===== config.mk =====
export PLATFORM = sky130hd
export DESIGN_NAME = order_book_sweep_price_flat
export DESIGN_NICKNAME = d
export VERILOG_FILES = /design/src/hdl/obsp_pkg.sv /design/src/hdl/obsp_level_if.sv /design/src/hdl/obsp_result_if.sv /design/src/hdl/order_book_sweep_price.sv /design/src/flat_wrapper.sv
export SDC_FILE = /design/constraint.sdc
export NUM_CORES = 2
export LEC_CHECK = 0
export BUFFER_PORTS_ARGS = -buffer_cell sky130_fd_sc_hd__buf_2
export CAP_MARGIN = 10
export CORE_ASPECT_RATIO = 0.5
export CORE_UTILIZATION = 45
export DETAILED_ROUTE_END_ITERATION = 7
export SLEW_MARGIN = 10
export SYNTH_ARGS = -nofsm -noshare
export SYNTH_HDL_FRONTEND = slang
export SYNTH_SLANG_ARGS = --single-unit

===== constraint.sdc =====
create_clock -name clk -period 16.4 [get_ports clk]
set_clock_uncertainty 0.15 [all_clocks]
set_input_delay 0.82 -clock clk [delete_from_list [all_inputs] [get_ports clk]]
set_output_delay 0.82 -clock clk [all_outputs]
set_load 0.01 [all_outputs]

===== src/hdl/obsp_pkg.sv =====
// ----------------------------------------------------------------------------
// Order-book sweep pricer package
// Shared types, widths and codes for the sweep pricer and its channels.
// ----------------------------------------------------------------------------
package obsp_pkg;

    localparam int PRICE_W    = 31;
    localparam int SIZE_W     = 28;
    localparam int MID_W      = 32;
    localparam int DEPTH_W    = 33;
    localparam int NOTIONAL_W = 59;
    localparam int FRAC_W     = 16;
    localparam int MODE_W     = 2;
    localparam int MUL_W      = 32;
    localparam int PROD_W     = 2 * MUL_W;

    localparam int CFG_IDX_W  = 2;
    localparam int CFG_DATA_W = 28;

    localparam int MAX_LEVELS_DEF = 20;

    typedef enum logic [MODE_W-1:0] {
        MODE_PARTIAL = 2'd0,
        MODE_FULL    = 2'd1,
        MODE_DEPTH   = 2'd2,
        MODE_SPARE   = 2'd3
    } mode_t;

    typedef enum logic [CFG_IDX_W-1:0] {
        REG_MODE       = 2'd0,
        REG_SIDE       = 2'd1,
        REG_ORDER_QTY  = 2'd2,
        REG_DEPTH_FRAC = 2'd3
    } reg_idx_t;

    typedef struct packed {
        logic [PRICE_W-1:0] bid_price;
        logic [SIZE_W-1:0]  bid_size;
        logic [PRICE_W-1:0] ask_price;
        logic [SIZE_W-1:0]  ask_size;
        logic               last_level;
    } level_t;

    typedef struct packed {
        logic [PRICE_W-1:0] avg_price;
        logic [SIZE_W-1:0]  filled_qty;
        logic [DEPTH_W-1:0] depth_total;
    } result_t;

endpackage


===== src/hdl/obsp_level_if.sv =====
// ----------------------------------------------------------------------------
// Order-book level channel
// Valid/ready channel that carries one book level per beat.
// ----------------------------------------------------------------------------
interface obsp_level_if;

    logic            valid;
    logic            ready;
    obsp_pkg::level_t data;

    modport source (output valid, output data, input ready);
    modport sink   (input valid, input data, output ready);

endinterface


===== src/hdl/obsp_result_if.sv =====
// ----------------------------------------------------------------------------
// Sweep result channel
// Valid/ready channel that carries one snapshot result per beat.
// ----------------------------------------------------------------------------
interface obsp_result_if;

    logic             valid;
    logic             ready;
    obsp_pkg::result_t data;

    modport source (output valid, output data, input ready);
    modport sink   (input valid, input data, output ready);

endinterface


===== src/hdl/order_book_sweep_price.sv =====
// ----------------------------------------------------------------------------
// Order-book sweep pricer
// Sweeps one side of a streamed book snapshot and reports the average fill
// price, the filled quantity and, in depth mode, the depth near the mid price.
// ----------------------------------------------------------------------------
// Each level beat passes through the accept state, S_SWEEP_MUL, S_SWEEP_ACC
// and S_DEPTH; a single shared 32x32 multiplier forms the fill notional and
// then the depth limit. Levels past MAX_LEVELS are accepted and skipped.
// After the beat that ends a snapshot, the result passes through a multiply
// for the remainder, a setup step, 59 steps of a one-bit-per-cycle restoring
// divider (skipped for a zero divisor) and a load of the output register.
// Depth mode skips the setup and the divider. A finished result sits in an
// output register, and the next snapshot is accepted while it waits.
module order_book_sweep_price #(
    parameter int MAX_LEVELS = obsp_pkg::MAX_LEVELS_DEF
) (
    input  logic                              clk,
    input  logic                              rst_n,
    input  logic                              cfg_we,
    input  logic [obsp_pkg::CFG_IDX_W-1:0]    cfg_idx,
    input  logic [obsp_pkg::CFG_DATA_W-1:0]   cfg_data,
    obsp_level_if.sink                        book,
    obsp_result_if.source                     result
);

    localparam int LVL_W   = $clog2(MAX_LEVELS + 1);
    localparam int DIV_N   = obsp_pkg::NOTIONAL_W;
    localparam int CNT_W   = $clog2(DIV_N);
    localparam int PRICE_W = obsp_pkg::PRICE_W;
    localparam int SIZE_W  = obsp_pkg::SIZE_W;
    localparam int MUL_W   = obsp_pkg::MUL_W;
    localparam int PROD_W  = obsp_pkg::PROD_W;
    localparam int DEPTH_W = obsp_pkg::DEPTH_W;
    localparam int FRAC_W  = obsp_pkg::FRAC_W;
    localparam int MID_W   = obsp_pkg::MID_W;

    typedef enum logic [2:0] {
        S_IDLE,
        S_SWEEP_MUL,
        S_SWEEP_ACC,
        S_DEPTH,
        S_FINAL,
        S_PREP,
        S_DIV,
        S_OUT
    } state_t;

    state_t                          state_reg;
    obsp_pkg::mode_t                 mode_reg;
    logic                            side_reg;
    logic [SIZE_W-1:0]               order_qty_reg;
    logic [FRAC_W-1:0]               depth_frac_reg;

    logic [PRICE_W-1:0]              px_reg;
    logic [SIZE_W-1:0]               sz_reg;
    logic                            last_reg;
    logic [LVL_W-1:0]                level_index_reg;
    logic [SIZE_W-1:0]               remaining_reg;
    logic [obsp_pkg::NOTIONAL_W-1:0] notional_reg;
    logic [SIZE_W-1:0]               filled_reg;
    logic [PRICE_W-1:0]              last_touched_reg;
    logic [PRICE_W-1:0]              best_price_reg;
    logic [MID_W-1:0]                mid_twice_reg;
    logic [DEPTH_W-1:0]              depth_sum_reg;
    logic                            walk_stopped_reg;
    logic                            depth_stopped_reg;
    logic [PROD_W-1:0]               product_reg;
    logic [DIV_N-1:0]                quo_reg;
    logic [SIZE_W-1:0]               div_rem_reg;
    logic [SIZE_W-1:0]               divisor_reg;
    logic [CNT_W-1:0]                div_cnt_reg;
    logic                            out_valid_reg;
    obsp_pkg::result_t               out_data_reg;

    logic                            accept;
    logic                            level_active;
    logic [PRICE_W-1:0]              in_px;
    logic [SIZE_W-1:0]               in_sz;
    logic [SIZE_W-1:0]               take;
    logic                            sweep_go;
    logic [FRAC_W:0]                 depth_factor;
    logic [PRICE_W-1:0]              fill_price;
    logic [MUL_W-1:0]                mul_a;
    logic [MUL_W-1:0]                mul_b;
    logic [PROD_W-1:0]               depth_lhs;
    logic                            depth_beyond;
    logic [DIV_N-1:0]                dividend;
    logic [SIZE_W-1:0]               divisor;
    logic [SIZE_W:0]                 rem_shift;
    logic                            rem_ge;
    logic [SIZE_W:0]                 rem_diff;
    logic                            out_load;

    // Configuration registers.
    always_ff @(posedge clk or negedge rst_n)
    begin
        if (!rst_n)
        begin
            mode_reg       <= obsp_pkg::MODE_PARTIAL;
            side_reg       <= 1'b0;
            order_qty_reg  <= '0;
            depth_frac_reg <= '0;
        end
        else if (cfg_we)
        begin
            unique case (obsp_pkg::reg_idx_t'(cfg_idx))
                obsp_pkg::REG_MODE:
                    mode_reg <= obsp_pkg::mode_t'(cfg_data[obsp_pkg::MODE_W-1:0]);
                obsp_pkg::REG_SIDE:       side_reg       <= cfg_data[0];
                obsp_pkg::REG_ORDER_QTY:  order_qty_reg  <= cfg_data[SIZE_W-1:0];
                obsp_pkg::REG_DEPTH_FRAC: depth_frac_reg <= cfg_data[FRAC_W-1:0];
            endcase
        end
    end

    assign book.ready   = (state_reg == S_IDLE);
    assign accept       = book.valid && book.ready;
    assign level_active = (level_index_reg < LVL_W'(MAX_LEVELS));
    assign in_px        = side_reg ? book.data.ask_price : book.data.bid_price;
    assign in_sz        = side_reg ? book.data.ask_size  : book.data.bid_size;

    assign take         = (sz_reg < remaining_reg) ? sz_reg : remaining_reg;
    assign sweep_go     = !walk_stopped_reg && (remaining_reg != '0);
    assign depth_factor = side_reg ? ((FRAC_W+1)'(1) << FRAC_W) + {1'b0, depth_frac_reg}
                                   : ((FRAC_W+1)'(1) << FRAC_W) - {1'b0, depth_frac_reg};
    assign fill_price   = (last_touched_reg != '0) ? last_touched_reg : best_price_reg;

    // Operand selection for the shared multiplier.
    always_comb
    begin
        mul_a = '0;
        mul_b = '0;
        unique case (state_reg)
            S_SWEEP_MUL:
            begin
                mul_a = MUL_W'(take);
                mul_b = MUL_W'(px_reg);
            end
            S_SWEEP_ACC:
            begin
                mul_a = MUL_W'(mid_twice_reg);
                mul_b = MUL_W'(depth_factor);
            end
            S_FINAL:
            begin
                mul_a = MUL_W'(remaining_reg);
                mul_b = MUL_W'(fill_price);
            end
            default:
            begin
                mul_a = '0;
                mul_b = '0;
            end
        endcase
    end

    assign depth_lhs    = PROD_W'(px_reg) << (FRAC_W + 1);
    assign depth_beyond = side_reg ? (depth_lhs > product_reg) : (depth_lhs < product_reg);

    assign dividend = (mode_reg == obsp_pkg::MODE_FULL)
                    ? notional_reg + product_reg[DIV_N-1:0] : notional_reg;
    assign divisor  = (mode_reg == obsp_pkg::MODE_FULL)
                    ? filled_reg + remaining_reg : filled_reg;

    assign rem_shift = {div_rem_reg, quo_reg[DIV_N-1]};
    assign rem_ge    = (rem_shift >= {1'b0, divisor_reg});
    assign rem_diff  = rem_shift - {1'b0, divisor_reg};

    assign out_load  = (state_reg == S_OUT) && (!out_valid_reg || result.ready);

    always_ff @(posedge clk or negedge rst_n)
    begin
        if (!rst_n)
        begin
            state_reg         <= S_IDLE;
            px_reg            <= '0;
            sz_reg            <= '0;
            last_reg          <= 1'b0;
            level_index_reg   <= '0;
            remaining_reg     <= '0;
            notional_reg      <= '0;
            filled_reg        <= '0;
            last_touched_reg  <= '0;
            best_price_reg    <= '0;
            mid_twice_reg     <= '0;
            depth_sum_reg     <= '0;
            walk_stopped_reg  <= 1'b0;
            depth_stopped_reg <= 1'b0;
            product_reg       <= '0;
            quo_reg           <= '0;
            div_rem_reg       <= '0;
            divisor_reg       <= '0;
            div_cnt_reg       <= '0;
            out_valid_reg     <= 1'b0;
            out_data_reg      <= '0;
        end
        else
        begin
            product_reg <= mul_a * mul_b;

            if (out_load)
            begin
                out_valid_reg <= 1'b1;
            end
            else if (result.ready)
            begin
                out_valid_reg <= 1'b0;
            end

            unique case (state_reg)
                S_IDLE:
                begin
                    if (accept)
                    begin
                        px_reg   <= in_px;
                        sz_reg   <= in_sz;
                        last_reg <= book.data.last_level;
                        if (level_index_reg == '0)
                        begin
                            remaining_reg     <= order_qty_reg;
                            notional_reg      <= '0;
                            filled_reg        <= '0;
                            last_touched_reg  <= '0;
                            best_price_reg    <= in_px;
                            mid_twice_reg     <= MID_W'(book.data.bid_price)
                                               + MID_W'(book.data.ask_price);
                            depth_sum_reg     <= '0;
                            walk_stopped_reg  <= 1'b0;
                            depth_stopped_reg <= 1'b0;
                        end
                        if (level_active)
                        begin
                            state_reg <= S_SWEEP_MUL;
                        end
                        else if (book.data.last_level)
                        begin
                            state_reg <= S_FINAL;
                        end
                    end
                end
                S_SWEEP_MUL:
                begin
                    state_reg <= S_SWEEP_ACC;
                end
                S_SWEEP_ACC:
                begin
                    if (sweep_go)
                    begin
                        if (px_reg == '0)
                        begin
                            walk_stopped_reg <= 1'b1;
                        end
                        else
                        begin
                            notional_reg     <= notional_reg + product_reg[DIV_N-1:0];
                            filled_reg       <= filled_reg + take;
                            remaining_reg    <= remaining_reg - take;
                            last_touched_reg <= px_reg;
                        end
                    end
                    state_reg <= S_DEPTH;
                end
                S_DEPTH:
                begin
                    if (!depth_stopped_reg)
                    begin
                        if ((px_reg == '0) || depth_beyond)
                        begin
                            depth_stopped_reg <= 1'b1;
                        end
                        else
                        begin
                            depth_sum_reg <= depth_sum_reg + DEPTH_W'(sz_reg);
                        end
                    end
                    level_index_reg <= level_index_reg + LVL_W'(1);
                    state_reg       <= last_reg ? S_FINAL : S_IDLE;
                end
                S_FINAL:
                begin
                    if (mode_reg == obsp_pkg::MODE_DEPTH)
                    begin
                        quo_reg   <= '0;
                        state_reg <= S_OUT;
                    end
                    else
                    begin
                        state_reg <= S_PREP;
                    end
                end
                S_PREP:
                begin
                    quo_reg     <= (divisor == '0) ? '0 : dividend;
                    div_rem_reg <= '0;
                    divisor_reg <= divisor;
                    div_cnt_reg <= CNT_W'(DIV_N - 1);
                    state_reg   <= (divisor == '0) ? S_OUT : S_DIV;
                end
                S_DIV:
                begin
                    div_rem_reg <= rem_ge ? rem_diff[SIZE_W-1:0] : rem_shift[SIZE_W-1:0];
                    quo_reg     <= {quo_reg[DIV_N-2:0], rem_ge};
                    div_cnt_reg <= div_cnt_reg - CNT_W'(1);
                    if (div_cnt_reg == '0)
                    begin
                        state_reg <= S_OUT;
                    end
                end
                S_OUT:
                begin
                    if (out_load)
                    begin
                        out_data_reg.avg_price   <= quo_reg[PRICE_W-1:0];
                        out_data_reg.filled_qty  <= filled_reg;
                        out_data_reg.depth_total <= (mode_reg == obsp_pkg::MODE_DEPTH)
                                                  ? depth_sum_reg : '0;
                        level_index_reg          <= '0;
                        state_reg                <= S_IDLE;
                    end
                end
            endcase
        end
    end

    assign result.valid = out_valid_reg;
    assign result.data  = out_data_reg;

endmodule

===== src/flat_wrapper.sv =====
// flat-port wrapper written by rule: the top's interface ports become plain ports
module order_book_sweep_price_flat 
#(
    parameter int MAX_LEVELS = obsp_pkg::MAX_LEVELS_DEF
)
  (clk, rst_n, cfg_we, cfg_idx, cfg_data, book_valid, book_data, book_ready, result_valid, result_data, result_ready);
  obsp_level_if book_i ();
  obsp_result_if result_i ();
  input  logic clk;
  input  logic rst_n;
  input  logic cfg_we;
  input  logic [obsp_pkg::CFG_IDX_W-1:0] cfg_idx;
  input  logic [obsp_pkg::CFG_DATA_W-1:0] cfg_data;
  input wire logic [$bits(book_i.valid)-1:0] book_valid;
  input wire logic [$bits(book_i.data)-1:0] book_data;
  output wire logic [$bits(book_i.ready)-1:0] book_ready;
  output wire logic [$bits(result_i.valid)-1:0] result_valid;
  output wire logic [$bits(result_i.data)-1:0] result_data;
  input wire logic [$bits(result_i.ready)-1:0] result_ready;
  assign book_i.valid = book_valid;
  assign book_i.data = book_data;
  assign book_ready = book_i.ready;
  assign result_valid = result_i.valid;
  assign result_data = result_i.data;
  assign result_i.ready = result_ready;
  order_book_sweep_price #(.MAX_LEVELS(MAX_LEVELS)) u_core (.clk(clk), .rst_n(rst_n), .cfg_we(cfg_we), .cfg_idx(cfg_idx), .cfg_data(cfg_data), .book(book_i), .result(result_i));
endmodule

Word-level counts from Yosys, hierarchy flattened --
Cells that the tools add are included.
Operators by class: $add $sub $neg 11, multiply operators 1, divide/modulo/power cells 0, $lt $le $gt $ge 5, equal/unequal tests 23, shift-type cells 0, mux-type cells 63, bitwise gates (word level) 0, reduce and logical (&&, ||, !) cells 35
Operators by type and width (number):
- $mux W59 | 7
- $mux W28 | 12
- $mux W31 | 6
- $pmux W59 S3 | 1
- $pmux W28 S2 | 3
- $mux W33 | 5
- $pmux W59 S2 | 1
- $pmux W32 S3 | 1
- $pmux W31 S3 | 1
- $pmux W33 S2 | 1
- $gt A48 B64 Y1 | 1
- $lt A48 B64 Y1 | 1
- $mul A32 B31 Y63 | 1
- $pmux W31 S2 | 1
- $add A59 B59 Y59 | 1
- $add A28 B28 Y28 | 2
- $sub A28 B28 Y28 | 2
- $add A33 B28 Y33 | 1
- $add A31 B31 Y32 | 1
- $logic_not A31 Y1 | 1
- $reduce_bool A31 Y1 | 1
- $ge A29 B28 Y1 | 1
- $logic_not A28 Y1 | 1
- $lt A28 B28 Y1 | 1
- other kinds (36) | 84
Word-level totals: register bits 637, latch bits 0, bits in writable memories 0, ROM bits 0, input bits 154, output and inout port bits 94, word-level logic and storage cells 165, memories kept 0

Depth between registers and ports, before layout --
word-level depth 6, depth in mapped cells 45, gate-level depth less buffers 41

Worst setup path before layout --
No wires, ideal clock.
path kind register -> register, start point reg u_core.remaining_reg[17], end point reg u_core.product_reg[59], library setup time 0.131 ns, data arrival time 9.782 ns, required time 16.119 ns, path slack 6.337 ns, cell stages (with the launch flop) 43, buffers on the path 3, clock period less this slack 10.063 ns, cell sequence dfrtp_1 inv_1 ha_1 a21o_1 a211o_1 a211oi_1 a21oi_1 o2111ai_1 a41oi_1 o22ai_2 buf_4 buf_2 nand2_1 o21ai_0 inv_1 o21ai_1 buf_2 nand2_1 (+7 left out) fa_1 fa_1 fa_1 inv_1 fa_1 inv_1 ha_1 and3_1 o21a_1 a311oi_1 nand4bb_1 o21ai_0 a211oi_1 o31ai_1 a21oi_1 a31oi_1 o21ai_0 xor2_1
On the way: cells in the longest elaborated chain, start to end 4
Ends and longest elaborated chain:
- start: declaration | line order_book_sweep_price.sv:58 | logic [SIZE_W-1:0] remaining_reg;
- start signal: assignment | line order_book_sweep_price.sv:220 | remaining_reg <= order_qty_reg;
- start signal: assignment | line order_book_sweep_price.sv:257 | remaining_reg <= remaining_reg - take;
- $lt A28 B28 Y1 | line order_book_sweep_price.sv:122 | assign take = (sz_reg < remaining_reg) ? sz_reg : remaining_reg;
- $mux W28 | line order_book_sweep_price.sv:122
- $pmux W32 S3 * | line order_book_sweep_price.sv:133 | unique case (state_reg)
- $mul A32 B31 Y63 * | line order_book_sweep_price.sv:199 | product_reg <= mul_a * mul_b;
- end signal: assignment | line order_book_sweep_price.sv:199
- end: declaration | line order_book_sweep_price.sv:67 | logic [PROD_W-1:0] product_reg;
Every way passes the cells marked *; elsewhere a longest branch is shown, timed or not. A chain may end at the register's enable or synchronous reset.

Worst setup path in the final report --
start point reg u_core.remaining_reg[17], end point reg u_core.product_reg[60]
Same word-level chain as after synthesis.

==> results by group <==
Run status
  – Status: finished, final reports clean

Flow run
  – Max-cap violation count: 0

Worst setup path
  – Worst-path cell with the longest stage delay: o21ai_1
  – Top delay family on crit path: adder cells
  – Reg2reg setup slack: 4.17 ns
  – CP max stage delay: 1.01 ns
  – WP data required: 16.84 ns
  – Crit end category: flop
  – CP Launch Type: flop
  – Largest fanout on the critical path: 41
  – Buf/Inv on CP: 10
  – Crit path kind: flop to flop
  – Worst path arrival time: 12.67 ns

Logic synthesis
  – Synth warn: 0
  – Seq/Total Area, Yosys: 0.226
  – Leading area contributor after synthesis: fa_1
  – Syn Area/Cell: 8.92 um^2
  – Synth area leaders: fa_1, dfrtp_1, ha_1
  – Seq cells post-synth: 636
  – FFs w/ async S/R, synth: 1.00
  – Top_reg_cell synth: dfrtp_1
  – EDFF count, synth: 0
  – Synth cell types: 93
  – Share of the synthesized area in the top cell type: 0.248
  – Syn Inst Count: 7902
  – Cell Area, Synth: 0.0705 mm^2

STA
  – Setup Total Neg Slack: 0 ns
  – Worst hold slack: 0.0251 ns
  – Tcrit/Tclk final: 0.746
  – Final Hold Vio Count: 0
  – RSZ-0062 raised after global routing: no
  – Fmax: 0.0818 GHz
  – Fin. max-slew vios: 0
  – Relative slew slack: 0.153
  – Fin crit period: 12.23 ns
  – Worst Tran Pin Value: 1.27 ns
  – # setup viols final: 0

Layout
  – Fin cells: 10100
  – Max reg flops: 92
  – Fin nets: 9586
  – Share of layout cells above drive strength 1: 0.0782
  – Most frequent cells in the layout: inv_1, nand2_1, fa_1, nor2_1, dfrtp_1
  – Leading cell type in the layout, fill and taps excluded: inv_1
  – P&R area growth vs syn: 8.83%

Drt
  – Via density: 5.69
  – Via count: 57800
  – Post-route DRC: 0
  – Wire length per cell: 23.2 um
  – Starting DRT DRC Count: 5038
  – Routed Antenna Nets: 0
  – DRT Pass-1 Iters: 6
  – Total wire length: 235 mm

Clock tree
  – Clk root buf: clkbuf_16
  – CTS tree: done
  – H-tree depth: 3
  – Clock-pin slew on the worst setup and hold paths: 0.07 ns
  – Clock latency on the worst-skew pair: 0.70 ns
  – CTS resizes: 0
  – Clk sinks: 636
  – Hold-fix buffers at CTS: 0
  – # Post-CTS Setup Buffers: 0
  – Cts bufs inserted: 69
  – Maximum clock path buffer count: 3

GRT
  – Initial antenna violation count: 8
  – First-pass GRT wire length: 360 mm
  – Overflow after GRT: 0
  – Largest net degree at the start of global routing: 156
  – Vias in the first global route: 57500
  – Global-route usage over all layers: 0.302

Floorplan
  – Initial Utilization: 0.454
  – Std-Cell Rows: 102
  – Core box area: 0.155 mm^2
  – Die height: 282 um
  – I/O pin count: 248
  – Die width: 562 um
  – Die ar.: 0.158 mm^2

Placement
  – GP Congestion: 0.984
  – Port Buffers: 247
  – Hpwl dp: 184 mm
  – Placed Cells incl. Taps: 10000

Min path
  – Hold crit path type: input port to asynchronous set/reset pin
synth_stat cells, types with 12 or more instances:
master,count
o21a_1,63
nand3_1,130
and4_1,12
o211ai_1,19
clkbuf_1,324
a21oi_1,392
xor2_1,93
nor2b_1,47
a211o_1,16
o21bai_1,43
a221oi_1,12
nor4_1,42
and3_1,25
nand2b_1,57
or3_1,23
ha_1,545
xnor2_1,147
buf_2,34
and2_1,41
o21ai_1,35
nand2_1,1048
a21o_1,166
nand4_1,58
a211oi_1,60
nor2_1,734
a22oi_1,103
o31ai_1,22
inv_1,1068
a21boi_0,14
mux2i_1,145
o21ai_0,383
a22o_1,105
nor3_1,57
o21ai_2,21
mux2_2,62
a31oi_1,33
buf_1,23
dfrtp_1,636
fa_1,873
final timing paths:
path	from	end	depth (start not counted)
max	u_core.remaining_reg[17]	u_core.product_reg[60]	40
min reg2reg	u_core.result.data[6]	u_core.result.data[6]	2
max reg2reg	u_core.remaining_reg[17]	u_core.product_reg[60]	40
max in group asynchronous	rst_n	u_core.side_reg	3
min in group clk	cfg_data[26]	u_core.order_qty_reg[26]	2
min	rst_n	u_core.divisor_reg[10]	1
layer usage:
layer	global-route usage	routed length (um)	up-vias	share of wire
met5	0	42	-	0.00018
met4	0.121	10700	6	0.046
met3	0.0799	21300	418	0.090
met2	0.450	99700	2086	0.42
met1	0.417	103000	29000	0.44
li1	-	-	26200	-
per-stage QoR:
step	worst slack (ns)	util	area [um^2]
CTS	4.49	0.494	76700
global placement	4.72	0.479	74300
finish	4.17	0.494	76700
global route	3.69	0.494	76700
detailed placement	4.60	0.479	74300
floorplan	6.34	-	70700
cell families (layout without fill, tap and decap cells):
group | count (synthesis) | after routing | synth area share
compound gates | 1614 | 1614 | 0.149
xor+xnor | 240 | 240 | 0.0298
fa+ha+maj | 1418 | 1418 | 0.345
buf+inv | 1453 | 1562 | 0.0784
flops | 636 | 636 | 0.226
mux | 207 | 207 | 0.0305
other cells | 2 | 57 | 0.000107
simple gates | 2332 | 2332 | 0.142
cell type report:
cell class                 instances  area (um^2)
fill                           15100        78400
multi-input combinational       5867        49600
sequential                       636        15900
inverter                        1068         4010
tap                             2080         2600
timing repair buffer             372         2220
clock buffer                      98         2040
clock inverter                    24          360
antenna                            1         2.50
Power is left out: the tool's default activity adds up to more than one toggle a clock period on the data nets, which glitch-free logic cannot reach.
